$ cat src/design/rhc_pkg.sv
`timescale 1ns / 1ps
`default_nettype none
// ----------------------------------------------------------------------------
// rhc_pkg
// Shared types, codes and constants of the record header checker.
// ----------------------------------------------------------------------------
package rhc_pkg;

  // default number of payload bytes kept for echo and sum
  localparam int unsigned KEPT_PAYLOAD_BYTES_DEF = 16;

  // width of an echo count, enough for kept-byte settings up to 127
  localparam int unsigned CNT_W = 7;

  // width of the running byte sum
  localparam int unsigned SUM_W = 12;

  // header layout
  localparam logic [8:0] HDR_VERSION_POS = 9'd4;
  localparam logic [8:0] HDR_COMMAND_POS = 9'd5;
  localparam logic [8:0] HDR_LENGTH_POS  = 9'd6;
  localparam logic [7:0] VERSION_ONE     = 8'd1;
  localparam logic [7:0] COMMAND_ECHO    = 8'd1;
  localparam logic [7:0] COMMAND_SUM     = 8'd2;

  // reject codes (magic byte faults are position plus one)
  localparam logic [2:0] REJ_NONE    = 3'd0;
  localparam logic [2:0] REJ_SHORT   = 3'd0;
  localparam logic [2:0] REJ_VERSION = 3'd5;
  localparam logic [2:0] REJ_COMMAND = 3'd6;
  localparam logic [2:0] REJ_TRUNC   = 3'd7;

  // kind of an outgoing result
  typedef enum logic [1:0] {
    KIND_ECHO   = 2'd0,
    KIND_SUM    = 2'd1,
    KIND_REJECT = 2'd2,
    KIND_END    = 2'd3
  } result_kind_e;

  // record parsing phase
  typedef enum logic [1:0] {
    PH_HEADER,
    PH_PAYLOAD,
    PH_DONE
  } phase_e;

  // result sequencer states
  typedef enum logic [1:0] {
    BK_IDLE,
    BK_READ,
    BK_EMIT,
    BK_END
  } back_state_e;

  // one job handed from the parser to the result sequencer
  typedef struct packed {
    result_kind_e     kind;
    logic [SUM_W-1:0] sum;
    logic [2:0]       code;
    logic [CNT_W-1:0] count;
  } job_t;

  // expected magic byte at header position 0..3 ("TPAR")
  function automatic logic [7:0] magic_byte(input logic [1:0] idx);
    logic [7:0] val;
    case (idx)
      2'd0:    val = 8'h54;
      2'd1:    val = 8'h50;
      2'd2:    val = 8'h41;
      2'd3:    val = 8'h52;
      default: val = 8'h00;
    endcase
    return val;
  endfunction

endpackage
`default_nettype wire

$ cat src/design/rhc_queue.sv
`timescale 1ns / 1ps
`default_nettype none
// ----------------------------------------------------------------------------
// rhc_queue
// Two-entry job queue between the parser and the result sequencer.
// ----------------------------------------------------------------------------
module rhc_queue (
  input  wire logic          clk_i,
  input  wire logic          rst_ni,
  input  wire logic          push_i,
  input  rhc_pkg::job_t      push_job_i,
  output logic               full_o,
  input  wire logic          pop_i,
  output rhc_pkg::job_t      pop_job_o,
  output logic               empty_o
);
  import rhc_pkg::*;

  job_t       slot_q [2];
  logic       wr_ptr_q, wr_ptr_d;
  logic       rd_ptr_q, rd_ptr_d;
  logic [1:0] fill_q, fill_d;
  logic       do_push, do_pop;

  // occupancy and pointers
  always_comb begin
    do_push  = push_i && (fill_q != 2'd2);
    do_pop   = pop_i && (fill_q != 2'd0);
    wr_ptr_d = do_push ? ~wr_ptr_q : wr_ptr_q;
    rd_ptr_d = do_pop ? ~rd_ptr_q : rd_ptr_q;
    fill_d   = fill_q;
    if (do_push && !do_pop) begin
      fill_d = fill_q + 2'd1;
    end else if (do_pop && !do_push) begin
      fill_d = fill_q - 2'd1;
    end
  end

  always_ff @(posedge clk_i or negedge rst_ni) begin
    if (!rst_ni) begin
      wr_ptr_q <= 1'b0;
      rd_ptr_q <= 1'b0;
      fill_q   <= 2'd0;
    end else begin
      wr_ptr_q <= wr_ptr_d;
      rd_ptr_q <= rd_ptr_d;
      fill_q   <= fill_d;
    end
  end

  // entry storage
  always_ff @(posedge clk_i) begin
    if (do_push) begin
      slot_q[wr_ptr_q] <= push_job_i;
    end
  end

  assign pop_job_o = slot_q[rd_ptr_q];
  assign full_o    = (fill_q == 2'd2);
  assign empty_o   = (fill_q == 2'd0);

endmodule
`default_nettype wire

$ cat src/design/rhc_front.sv
`timescale 1ns / 1ps
`default_nettype none
// ----------------------------------------------------------------------------
// rhc_front
// Byte parser: checks the header, counts and stores payload, queues jobs.
// ----------------------------------------------------------------------------
module rhc_front #(
  parameter  int unsigned KEPT  = rhc_pkg::KEPT_PAYLOAD_BYTES_DEF,
  localparam int unsigned IDX_W = (KEPT > 1) ? $clog2(KEPT) : 1
) (
  input  wire logic             clk_i,
  input  wire logic             rst_ni,
  input  wire logic             s_axis_tvalid,
  output logic                  s_axis_tready,
  input  wire logic [7:0]       s_axis_tdata,   // [7:0] data_byte
  input  wire logic             s_axis_tlast,   // end_of_record
  input  wire logic             queue_full_i,
  output logic                  push_o,
  output rhc_pkg::job_t         push_job_o,
  input  wire logic             echo_done_i,
  output logic                  store_we_o,
  output logic [IDX_W-1:0]      store_addr_o,
  output logic [7:0]            store_data_o
);
  import rhc_pkg::*;

  phase_e           phase_q, phase_d;
  logic [8:0]       pos_q, pos_d;
  logic [2:0]       fault_q, fault_d;
  logic             cmd_sum_q, cmd_sum_d;
  logic [7:0]       len_q, len_d;
  logic [SUM_W-1:0] sum_q, sum_d;
  logic             echo_busy_q, echo_busy_d;

  logic             accept;
  logic [7:0]       b;
  logic [SUM_W:0]   sum_ext;
  logic [SUM_W-1:0] sum_sat;
  logic [8:0]       idx_next;
  logic             fin;
  logic [7:0]       fin_len;
  logic [SUM_W-1:0] fin_sum;
  logic             fin_cmd_sum;

  assign accept        = s_axis_tvalid && s_axis_tready;
  assign b             = s_axis_tdata;
  assign s_axis_tready = !echo_busy_q && !queue_full_i;

  // saturating payload sum and next payload count
  always_comb begin
    sum_ext  = {1'b0, sum_q} + {{(SUM_W - 7){1'b0}}, b};
    sum_sat  = sum_ext[SUM_W] ? {SUM_W{1'b1}} : sum_ext[SUM_W-1:0];
    idx_next = pos_q + 9'd1;
  end

  // parser next state
  always_comb begin
    phase_d      = phase_q;
    pos_d        = pos_q;
    fault_d      = fault_q;
    cmd_sum_d    = cmd_sum_q;
    len_d        = len_q;
    sum_d        = sum_q;
    push_o       = 1'b0;
    push_job_o   = '0;
    store_we_o   = 1'b0;
    store_addr_o = pos_q[IDX_W-1:0];
    store_data_o = b;
    fin          = 1'b0;
    fin_len      = len_q;
    fin_sum      = sum_q;
    fin_cmd_sum  = cmd_sum_q;

    if (accept) begin
      case (phase_q)
        PH_HEADER: begin
          if (pos_q < HDR_VERSION_POS) begin
            if (fault_q == REJ_NONE && b != magic_byte(pos_q[1:0])) begin
              fault_d = pos_q[2:0] + 3'd1;
            end
          end else if (pos_q == HDR_VERSION_POS) begin
            if (fault_q == REJ_NONE && b != VERSION_ONE) begin
              fault_d = REJ_VERSION;
            end
          end else if (pos_q == HDR_COMMAND_POS) begin
            if (fault_q == REJ_NONE && b != COMMAND_ECHO && b != COMMAND_SUM) begin
              fault_d = REJ_COMMAND;
            end
            cmd_sum_d = (b == COMMAND_SUM);
          end

          if (pos_q < HDR_LENGTH_POS) begin
            if (s_axis_tlast) begin
              push_o          = 1'b1;
              push_job_o.kind = KIND_REJECT;
              push_job_o.code = REJ_SHORT;
            end else begin
              pos_d = idx_next;
            end
          end else begin
            len_d = b;
            sum_d = '0;
            pos_d = '0;
            if (fault_q != REJ_NONE) begin
              push_o          = 1'b1;
              push_job_o.kind = KIND_REJECT;
              push_job_o.code = fault_q;
              phase_d         = PH_DONE;
            end else if (b == 8'd0) begin
              fin     = 1'b1;
              fin_len = 8'd0;
              fin_sum = '0;
              phase_d = PH_DONE;
            end else begin
              phase_d = PH_PAYLOAD;
              if (s_axis_tlast) begin
                push_o          = 1'b1;
                push_job_o.kind = KIND_REJECT;
                push_job_o.code = REJ_TRUNC;
              end
            end
          end
        end

        PH_PAYLOAD: begin
          if (pos_q < 9'(KEPT)) begin
            store_we_o = 1'b1;
            sum_d      = sum_sat;
            fin_sum    = sum_sat;
          end
          pos_d = idx_next;
          if (idx_next >= {1'b0, len_q}) begin
            fin     = 1'b1;
            phase_d = PH_DONE;
          end else if (s_axis_tlast) begin
            push_o          = 1'b1;
            push_job_o.kind = KIND_REJECT;
            push_job_o.code = REJ_TRUNC;
          end
        end

        default: begin
          // trailing bytes after the results: ignored
        end
      endcase

      // completed payload: echo run or checksum
      if (fin) begin
        push_o = 1'b1;
        if (fin_cmd_sum) begin
          push_job_o.kind = KIND_SUM;
          push_job_o.sum  = fin_sum;
        end else begin
          push_job_o.kind  = KIND_ECHO;
          push_job_o.count = ({1'b0, fin_len} > 9'(KEPT)) ? CNT_W'(KEPT)
                                                          : CNT_W'(fin_len);
        end
      end

      // end of record returns the parser to the header phase
      if (s_axis_tlast) begin
        phase_d   = PH_HEADER;
        pos_d     = '0;
        fault_d   = REJ_NONE;
        cmd_sum_d = 1'b0;
        len_d     = '0;
        sum_d     = '0;
      end
    end
  end

  // echo run in flight: the store must not change under the sequencer
  always_comb begin
    echo_busy_d = echo_busy_q;
    if (echo_done_i) begin
      echo_busy_d = 1'b0;
    end
    if (push_o && push_job_o.kind == KIND_ECHO) begin
      echo_busy_d = 1'b1;
    end
  end

  always_ff @(posedge clk_i or negedge rst_ni) begin
    if (!rst_ni) begin
      phase_q     <= PH_HEADER;
      pos_q       <= '0;
      fault_q     <= REJ_NONE;
      cmd_sum_q   <= 1'b0;
      len_q       <= '0;
      sum_q       <= '0;
      echo_busy_q <= 1'b0;
    end else begin
      phase_q     <= phase_d;
      pos_q       <= pos_d;
      fault_q     <= fault_d;
      cmd_sum_q   <= cmd_sum_d;
      len_q       <= len_d;
      sum_q       <= sum_d;
      echo_busy_q <= echo_busy_d;
    end
  end

endmodule
`default_nettype wire

$ cat src/design/rhc_back.sv
`timescale 1ns / 1ps
`default_nettype none
// ----------------------------------------------------------------------------
// rhc_back
// Result sequencer: owns the payload store and drives the output beats.
// ----------------------------------------------------------------------------
module rhc_back #(
  parameter  int unsigned KEPT  = rhc_pkg::KEPT_PAYLOAD_BYTES_DEF,
  localparam int unsigned IDX_W = (KEPT > 1) ? $clog2(KEPT) : 1
) (
  input  wire logic             clk_i,
  input  wire logic             rst_ni,
  input  wire logic             queue_empty_i,
  input  rhc_pkg::job_t         queue_job_i,
  output logic                  pop_o,
  input  wire logic             store_we_i,
  input  wire logic [IDX_W-1:0] store_addr_i,
  input  wire logic [7:0]       store_data_i,
  output logic                  echo_done_o,
  output logic                  m_axis_tvalid,
  input  wire logic             m_axis_tready,
  output logic [23:0]           m_axis_tdata,  // [7:0] echo_byte, [19:8] byte_sum,
                                               // [22:20] reject_code, [23] zero
  output logic [1:0]            m_axis_tuser,  // [1:0] result_kind
  output logic                  m_axis_tlast   // run_last
);
  import rhc_pkg::*;

  logic [7:0]       store_mem [KEPT];
  logic [7:0]       rdata_q;

  back_state_e      state_q, state_d;
  logic [IDX_W-1:0] idx_q, idx_d;
  logic [CNT_W-1:0] cnt_q, cnt_d;

  logic             out_valid_q, out_valid_d;
  result_kind_e     out_kind_q, out_kind_d;
  logic [7:0]       out_echo_q, out_echo_d;
  logic [SUM_W-1:0] out_sum_q, out_sum_d;
  logic [2:0]       out_code_q, out_code_d;
  logic             out_last_q, out_last_d;

  logic             can_load;
  logic             load;

  // payload store, registered read at the current echo index
  always_ff @(posedge clk_i) begin
    if (store_we_i) begin
      store_mem[store_addr_i] <= store_data_i;
    end
    rdata_q <= store_mem[idx_q];
  end

  assign can_load = !out_valid_q || m_axis_tready;

  // sequencer next state and output register loads
  always_comb begin
    state_d     = state_q;
    idx_d       = idx_q;
    cnt_d       = cnt_q;
    pop_o       = 1'b0;
    echo_done_o = 1'b0;
    load        = 1'b0;
    out_kind_d  = out_kind_q;
    out_echo_d  = out_echo_q;
    out_sum_d   = out_sum_q;
    out_code_d  = out_code_q;
    out_last_d  = out_last_q;

    case (state_q)
      BK_IDLE: begin
        if (!queue_empty_i) begin
          if (queue_job_i.kind == KIND_ECHO) begin
            pop_o = 1'b1;
            idx_d = '0;
            cnt_d = queue_job_i.count;
            if (queue_job_i.count == '0) begin
              state_d = BK_END;
            end else begin
              state_d = BK_READ;
            end
          end else if (can_load) begin
            pop_o      = 1'b1;
            load       = 1'b1;
            out_kind_d = queue_job_i.kind;
            out_echo_d = '0;
            out_sum_d  = (queue_job_i.kind == KIND_SUM) ? queue_job_i.sum : '0;
            out_code_d = (queue_job_i.kind == KIND_REJECT) ? queue_job_i.code : '0;
            out_last_d = 1'b1;
          end
        end
      end

      BK_READ: begin
        state_d = BK_EMIT;
      end

      BK_EMIT: begin
        if (can_load) begin
          load       = 1'b1;
          out_kind_d = KIND_ECHO;
          out_echo_d = rdata_q;
          out_sum_d  = '0;
          out_code_d = '0;
          out_last_d = 1'b0;
          if (CNT_W'(idx_q) + CNT_W'(1) == cnt_q) begin
            state_d = BK_END;
          end else begin
            idx_d   = idx_q + IDX_W'(1);
            state_d = BK_READ;
          end
        end
      end

      BK_END: begin
        if (can_load) begin
          load        = 1'b1;
          out_kind_d  = KIND_END;
          out_echo_d  = '0;
          out_sum_d   = '0;
          out_code_d  = '0;
          out_last_d  = 1'b1;
          echo_done_o = 1'b1;
          state_d     = BK_IDLE;
        end
      end

      default: begin
        state_d = BK_IDLE;
      end
    endcase

    out_valid_d = load ? 1'b1 : (out_valid_q && !m_axis_tready);
  end

  always_ff @(posedge clk_i or negedge rst_ni) begin
    if (!rst_ni) begin
      state_q     <= BK_IDLE;
      idx_q       <= '0;
      cnt_q       <= '0;
      out_valid_q <= 1'b0;
    end else begin
      state_q     <= state_d;
      idx_q       <= idx_d;
      cnt_q       <= cnt_d;
      out_valid_q <= out_valid_d;
    end
  end

  // output payload register
  always_ff @(posedge clk_i) begin
    if (load) begin
      out_kind_q <= out_kind_d;
      out_echo_q <= out_echo_d;
      out_sum_q  <= out_sum_d;
      out_code_q <= out_code_d;
      out_last_q <= out_last_d;
    end
  end

  assign m_axis_tvalid = out_valid_q;
  assign m_axis_tdata  = {1'b0, out_code_q, out_sum_q, out_echo_q};
  assign m_axis_tuser  = out_kind_q;
  assign m_axis_tlast  = out_last_q;

endmodule
`default_nettype wire

$ cat src/design/record_header_checker_top.sv
`timescale 1ns / 1ps
`default_nettype none
// ----------------------------------------------------------------------------
// record_header_checker_top
// Checks a seven-byte record header and echoes or sums the payload.
// ----------------------------------------------------------------------------
// Usage:
//   s_axis carries one record byte per beat, tlast on the final byte.
//   m_axis carries results: tuser is the kind, tlast marks the final result
//   caused by one input byte.
//   Input bytes are taken one per cycle while s_axis_tready is high. A
//   checksum or reject passes the job queue, then the output register,
//   before it shows on m_axis; an echo run passes the READ state (the
//   registered store read) and the EMIT state before its first beat is
//   loaded, and an empty echo run goes straight to the END state, which
//   loads its end marker. Per stored byte the sequencer reads the payload
//   store, then loads the output register. s_axis_tready stays low from
//   the beat that starts an echo run until its end marker is loaded, so
//   the store cannot change under it.
//   When m_axis stalls, the parser keeps taking bytes until the job queue
//   holds two pending jobs, then s_axis_tready stays low until a job leaves.
//   Reset clears the parser, the queue and the output valid; the payload
//   store is not cleared, only entries written in the current record are read.
// ----------------------------------------------------------------------------
module record_header_checker_top #(
  parameter int unsigned KEPT_PAYLOAD_BYTES = rhc_pkg::KEPT_PAYLOAD_BYTES_DEF
) (
  input  wire logic        clk_i,
  input  wire logic        rst_ni,
  input  wire logic        s_axis_tvalid,
  output logic             s_axis_tready,
  input  wire logic [7:0]  s_axis_tdata,   // [7:0] data_byte
  input  wire logic        s_axis_tlast,   // end_of_record
  output logic             m_axis_tvalid,
  input  wire logic        m_axis_tready,
  output logic [23:0]      m_axis_tdata,   // [7:0] echo_byte, [19:8] byte_sum,
                                           // [22:20] reject_code, [23] zero
  output logic [1:0]       m_axis_tuser,   // [1:0] result_kind
  output logic             m_axis_tlast    // run_last
);
  import rhc_pkg::*;

  localparam int unsigned IDX_W = (KEPT_PAYLOAD_BYTES > 1) ? $clog2(KEPT_PAYLOAD_BYTES) : 1;

  logic             push;
  job_t             push_job;
  logic             queue_full;
  logic             pop;
  job_t             pop_job;
  logic             queue_empty;
  logic             echo_done;
  logic             store_we;
  logic [IDX_W-1:0] store_addr;
  logic [7:0]       store_data;

  // byte parser
  rhc_front #(
    .KEPT (KEPT_PAYLOAD_BYTES)
  ) u_front (
    .clk_i         (clk_i),
    .rst_ni        (rst_ni),
    .s_axis_tvalid (s_axis_tvalid),
    .s_axis_tready (s_axis_tready),
    .s_axis_tdata  (s_axis_tdata),
    .s_axis_tlast  (s_axis_tlast),
    .queue_full_i  (queue_full),
    .push_o        (push),
    .push_job_o    (push_job),
    .echo_done_i   (echo_done),
    .store_we_o    (store_we),
    .store_addr_o  (store_addr),
    .store_data_o  (store_data)
  );

  // job queue
  rhc_queue u_queue (
    .clk_i      (clk_i),
    .rst_ni     (rst_ni),
    .push_i     (push),
    .push_job_i (push_job),
    .full_o     (queue_full),
    .pop_i      (pop),
    .pop_job_o  (pop_job),
    .empty_o    (queue_empty)
  );

  // result sequencer
  rhc_back #(
    .KEPT (KEPT_PAYLOAD_BYTES)
  ) u_back (
    .clk_i         (clk_i),
    .rst_ni        (rst_ni),
    .queue_empty_i (queue_empty),
    .queue_job_i   (pop_job),
    .pop_o         (pop),
    .store_we_i    (store_we),
    .store_addr_i  (store_addr),
    .store_data_i  (store_data),
    .echo_done_o   (echo_done),
    .m_axis_tvalid (m_axis_tvalid),
    .m_axis_tready (m_axis_tready),
    .m_axis_tdata  (m_axis_tdata),
    .m_axis_tuser  (m_axis_tuser),
    .m_axis_tlast  (m_axis_tlast)
  );

endmodule
`default_nettype wire
$ cat config.mk
export PLATFORM = sky130hd
export DESIGN_NAME = record_header_checker_top
export DESIGN_NICKNAME = d
export VERILOG_FILES = /design/src/design/rhc_pkg.sv /design/src/design/rhc_queue.sv /design/src/design/rhc_front.sv /design/src/design/rhc_back.sv /design/src/design/record_header_checker_top.sv
export SDC_FILE = /design/constraint.sdc
export NUM_CORES = 1
export LEC_CHECK = 0
export ABC_AREA = 1
export BUFFER_PORTS_ARGS = -buffer_cell sky130_fd_sc_hd__buf_2
export CORE_UTILIZATION = 58
export CTS_BUF_LIST = sky130_fd_sc_hd__clkbuf_8
export DETAILED_ROUTE_END_ITERATION = 10
export GPL_TIMING_DRIVEN = 1
export PLACE_DENSITY = 0.78
export SLEW_MARGIN = 5
export SYNTH_ARGS = -nofsm -noshare
export SYNTH_HDL_FRONTEND = slang
export SYNTH_HIERARCHICAL = 1
export SYNTH_SLANG_ARGS = --single-unit
export TNS_END_PERCENT = 100
$ cat constraint.sdc
create_clock -name clk_i -period 3.65 [get_ports clk_i]
set_input_delay 0.9125 -clock clk_i [delete_from_list [all_inputs] [get_ports clk_i]]
set_output_delay 0.9125 -clock clk_i [all_outputs]
set_load 0.005 [all_outputs]
==> impl_results.md <==
- Comb pwr share: 31.1%
- Post-Syn Instances: 1,267
- Number of register bits inferred by synthesis: 264
- GR Layer Usage met2: 39.86%
- Crit-path max FO: 24
- Critical Path Start Type: register
- Max stage delay on crit path: 0.46 ns
- Placed wire-length estimate: 18.01 mm
- GRT overflow: 0
- Clock Tree Buf Depth: 3
- Register area share after synthesis: 60.42%
- Share of cells above drive strength 1: 13.84%
- Overall power: 9499 uW
- Final setup fails: 0
- Final period utilization: 89.54%
- CP max-delay cell: dfrtp_2
- I/O pin cnt: 42
- Gp weighted congestion: 0.9313
- Setup tns final: 0 ns
- CTS Buf Count: 44
- Clock power frac: 25.9%
- Gr busiest metal: met2
- Most frequent cells in the layout: 225 x nand2_1, 202 x edfxtp_1, 173 x nor2_1
- Grt met1 use: 37.08%
- Area of the multi-input gates: 0.004065 mm2
- Pre-antenna DRT Iters: 6
- Commonest non-fill, non-tap cell in the layout: nand2_1
- Critical Path RT: 3.89 ns
- P_int: 6072 uW
- Register area: 0.007581 mm2
- CTS tree: done
- Crit path kind: register to register
- First DRT Iteration DRCs: 982
- Top_reg_cell synth: edfxtp_1
- GRT Overall Usage: 25.70%
- Routed WL: 27.54 mm
- Slew Viols, Final: 0
- Synth Area per Inst: 9.899 um2
- Die height: 149.1 um
- GR Layer Usage met3: 3.792%
- Max_cap viols: 0
- Initial antenna violation count: 0
- Vias in the first global route: 8,733
- Clock slew at reported path FFs: 0.05 ns
- CTS resizes: 0
- Hold Path Class: input pin to async pin
- RSZ-0062 raised after global routing: no
- Worst VDD drop: 0.0004975 V
- Depth of the CTS H-tree: 2
- Synth warn: 6
- Routed vias: 9,142
- Num Clock Sinks: 264
- Number of core rows: 53
- Avg WL per Cell: 16.86 um
- Sw frac: 36.07%
- Largest net degree at the start of global routing: 72
- Max Clock Freq: 0.3060 GHz
- Critical path data arrival time: 3.51 ns
- Sequential fraction of design power: 42.9%
- Via/cell ratio: 5.598
- Crit path time final: 3.268 ns
- Hold_buf cts: 0
- Psw: 3427 uW
- Global-route wire length before repair: 44.04 mm
- Number of synthesized flops with an enable pin: 202
- P_leak: 0.005761 uW
- Distinct cells, synth: 49
- Die Footprint: 0.02222 mm2
- Worst slew margin: 33.85%
- Area growth syn-to-layout: 10.34%
- Pwr dens: 686.4 mW/mm2
- Initial Utilization: 59.48%
- Final Hold Viols: 0
- Fillers: 1,605
- Clock Root Buffer: clkbuf_8
- ANT nets after route: 0
- Crit end category: register
- Asr flop ratio synth: 20.45%
- Worst-Skew Late Latency: 0.56 ns
- Residual DRC: 0
- IO Port Bufs: 40
- Clock skew: 0.03045 ns
- Antenna Cells: 0
- Post-CTS setup buffers: 0
- Die width: 149.1 um
- Critical path, cell by cell: inv_1 > nor2_1 > nand3_1 > nor2_1 > nand2_1 > xor2_1 > inv_1 > ha_1 > nand3_1 > o21bai_1 > nor2_2 > nand3_1 > nand2_1 > nor2_1 > nor2_1 > inv_1 > nor2_2 > nand2_1 > inv_1 > buf_12
- Core area: 0.02109 mm2
- Outcome: finished clean
- Least-Margin Pin Slew: 0.9908 ns
- Post-Syn Area: 0.01254 mm2
- Fin nets: 1,360
==> cell usage after synthesis (all sizes together) (3+ instances only) <==
cell type	number	share of area [%]
edfxtp	202	48
o31ai	4	0.24
o211ai	27	1.6
o41ai	4	0.28
o22ai	16	0.80
nor2	196	6.4
o221ai	9	0.63
inv	139	4.2
dfrtp	54	11
nor3	17	0.72
nand3	94	4.0
a21oi	31	1.3
nand4	14	0.82
nand2	235	7.3
buf	55	2.9
o21ai	100	4.0
dfxtp	8	1.3
xor2	7	0.49
clkbuf	8	0.24
xnor2	5	0.35
ha	23	2.3
a21o	3	0.18
==> stage by stage <==
stage	setup WS (ns)	cell area [um2]	cells	hold slack [ns]	utilization, %
3_5_place_dp	0.3222	12980	1552	0.4891	61.56
2_1_floorplan	0.3714	12550	1268	0.4490	-
5_1_grt	0.002788	13840	1633	0.3307	65.62
4_1_cts	0.3092	13840	1633	0.3067	65.61
3_3_place_gp	0.4210	12980	1552	0.4755	61.56
6_report	0.3818	13840	1633	0.3139	65.62
==> critical path: cells and delay by family (launching register included) <==
kind | cells | cell delay, ns
AND/OR/NAND/NOR | 12 | 1.44
buffers and inverters | 5 | 0.53
flip-flops | 1 | 0.46
adder cells (fa/ha/maj) | 1 | 0.29
XOR/XNOR | 1 | 0.19
AO/OA/AOI/OAI | 1 | 0.07
==> routing by layer <==
| layer | part of all wire (%) | wire [um] |
|---|---|---|
| met1 | 44 | 12000 |
| met2 | 46 | 12600 |
| met3 | 8.5 | 2337 |
| met4 | 2.2 | 603 |
| met5 | 0 | 0 |
==> power by group through the flow <==
stage | clock network [uW] | registers, uW | logic, uW
after detailed placement | 0 | 4130 | 2920
final | 2460 | 4080 | 2960
after CTS | 2520 | 4070 | 2930
after global routing | 2640 | 4130 | 3330
after floorplan | 0 | 4060 | 2170
after global placement | 0 | 4110 | 2840
==> state kept, by name, indices dropped and copies added, names as in the netlist, 2 cells and up <==
name / count
u_back/store_mem: 128
u_queue/slot_q: 48
u_back/out_sum_q: 12
u_front/sum_q: 12
u_front/pos_q: 9
u_back/out_echo_q: 8
u_back/rdata_q: 8
u_front/len_q: 8
u_back/cnt_q: 7
u_back/idx_q: 4
u_back/out_code_q: 3
u_front/fault_q: 3
u_back/m_axis_tuser: 2
u_back/state_q: 2
u_front/phase_q: 2
u_queue/fill_q: 2
==> cells by family (layout without fill, tap and decap cells) <==
family	count (synthesis)	in the layout	share of synthesized area [%]
simple gates	559	559	19.37
flops	264	264	60.42
buf+inv	204	294	7.342
compound gates	201	201	9.437
fa+ha+maj	24	24	2.454
xor+xnor	12	12	0.8380
other cells	2	3	0.05988
mux	1	1	0.07981
==> layout make-up <==
| type | instances | share of cell area [%] |
|---|---|---|
| flip-flops and latches | 264 | 54.78 |
| multi-input cells | 800 | 29.38 |
| repair buffers | 72 | 3.363 |
| clock inverters | 32 | 1.293 |
| well taps | 275 | 2.486 |
| inverters | 141 | 3.825 |
| clock buffers | 49 | 4.873 |
==> path summary, 6_finish.rpt <==
check / start / to / slack [ns] / depth (start not counted)
min: rst_ni / u_back/m_axis_tvalid$_DFF_PN0_ / 0.31 / 1
max in group asynchronous: rst_ni / u_front/pos_q[0]$_DFFE_PN0P_ / 2.43 / 2
min in group clk_i: u_queue/wr_ptr_q$_DFFE_PN0P_ / u_queue/wr_ptr_q$_DFFE_PN0P_ / 0.50 / 2
min reg2reg: u_queue/wr_ptr_q$_DFFE_PN0P_ / u_queue/wr_ptr_q$_DFFE_PN0P_ / 0.50 / 2
max: u_front/pos_q[0]$_DFFE_PN0P_ / u_queue/slot_q[0][5]$_DFFE_PP_ / 0.38 / 20
max reg2reg: u_front/pos_q[0]$_DFFE_PN0P_ / u_queue/slot_q[0][5]$_DFFE_PP_ / 0.38 / 20
(Power assumes the default switching activity.)
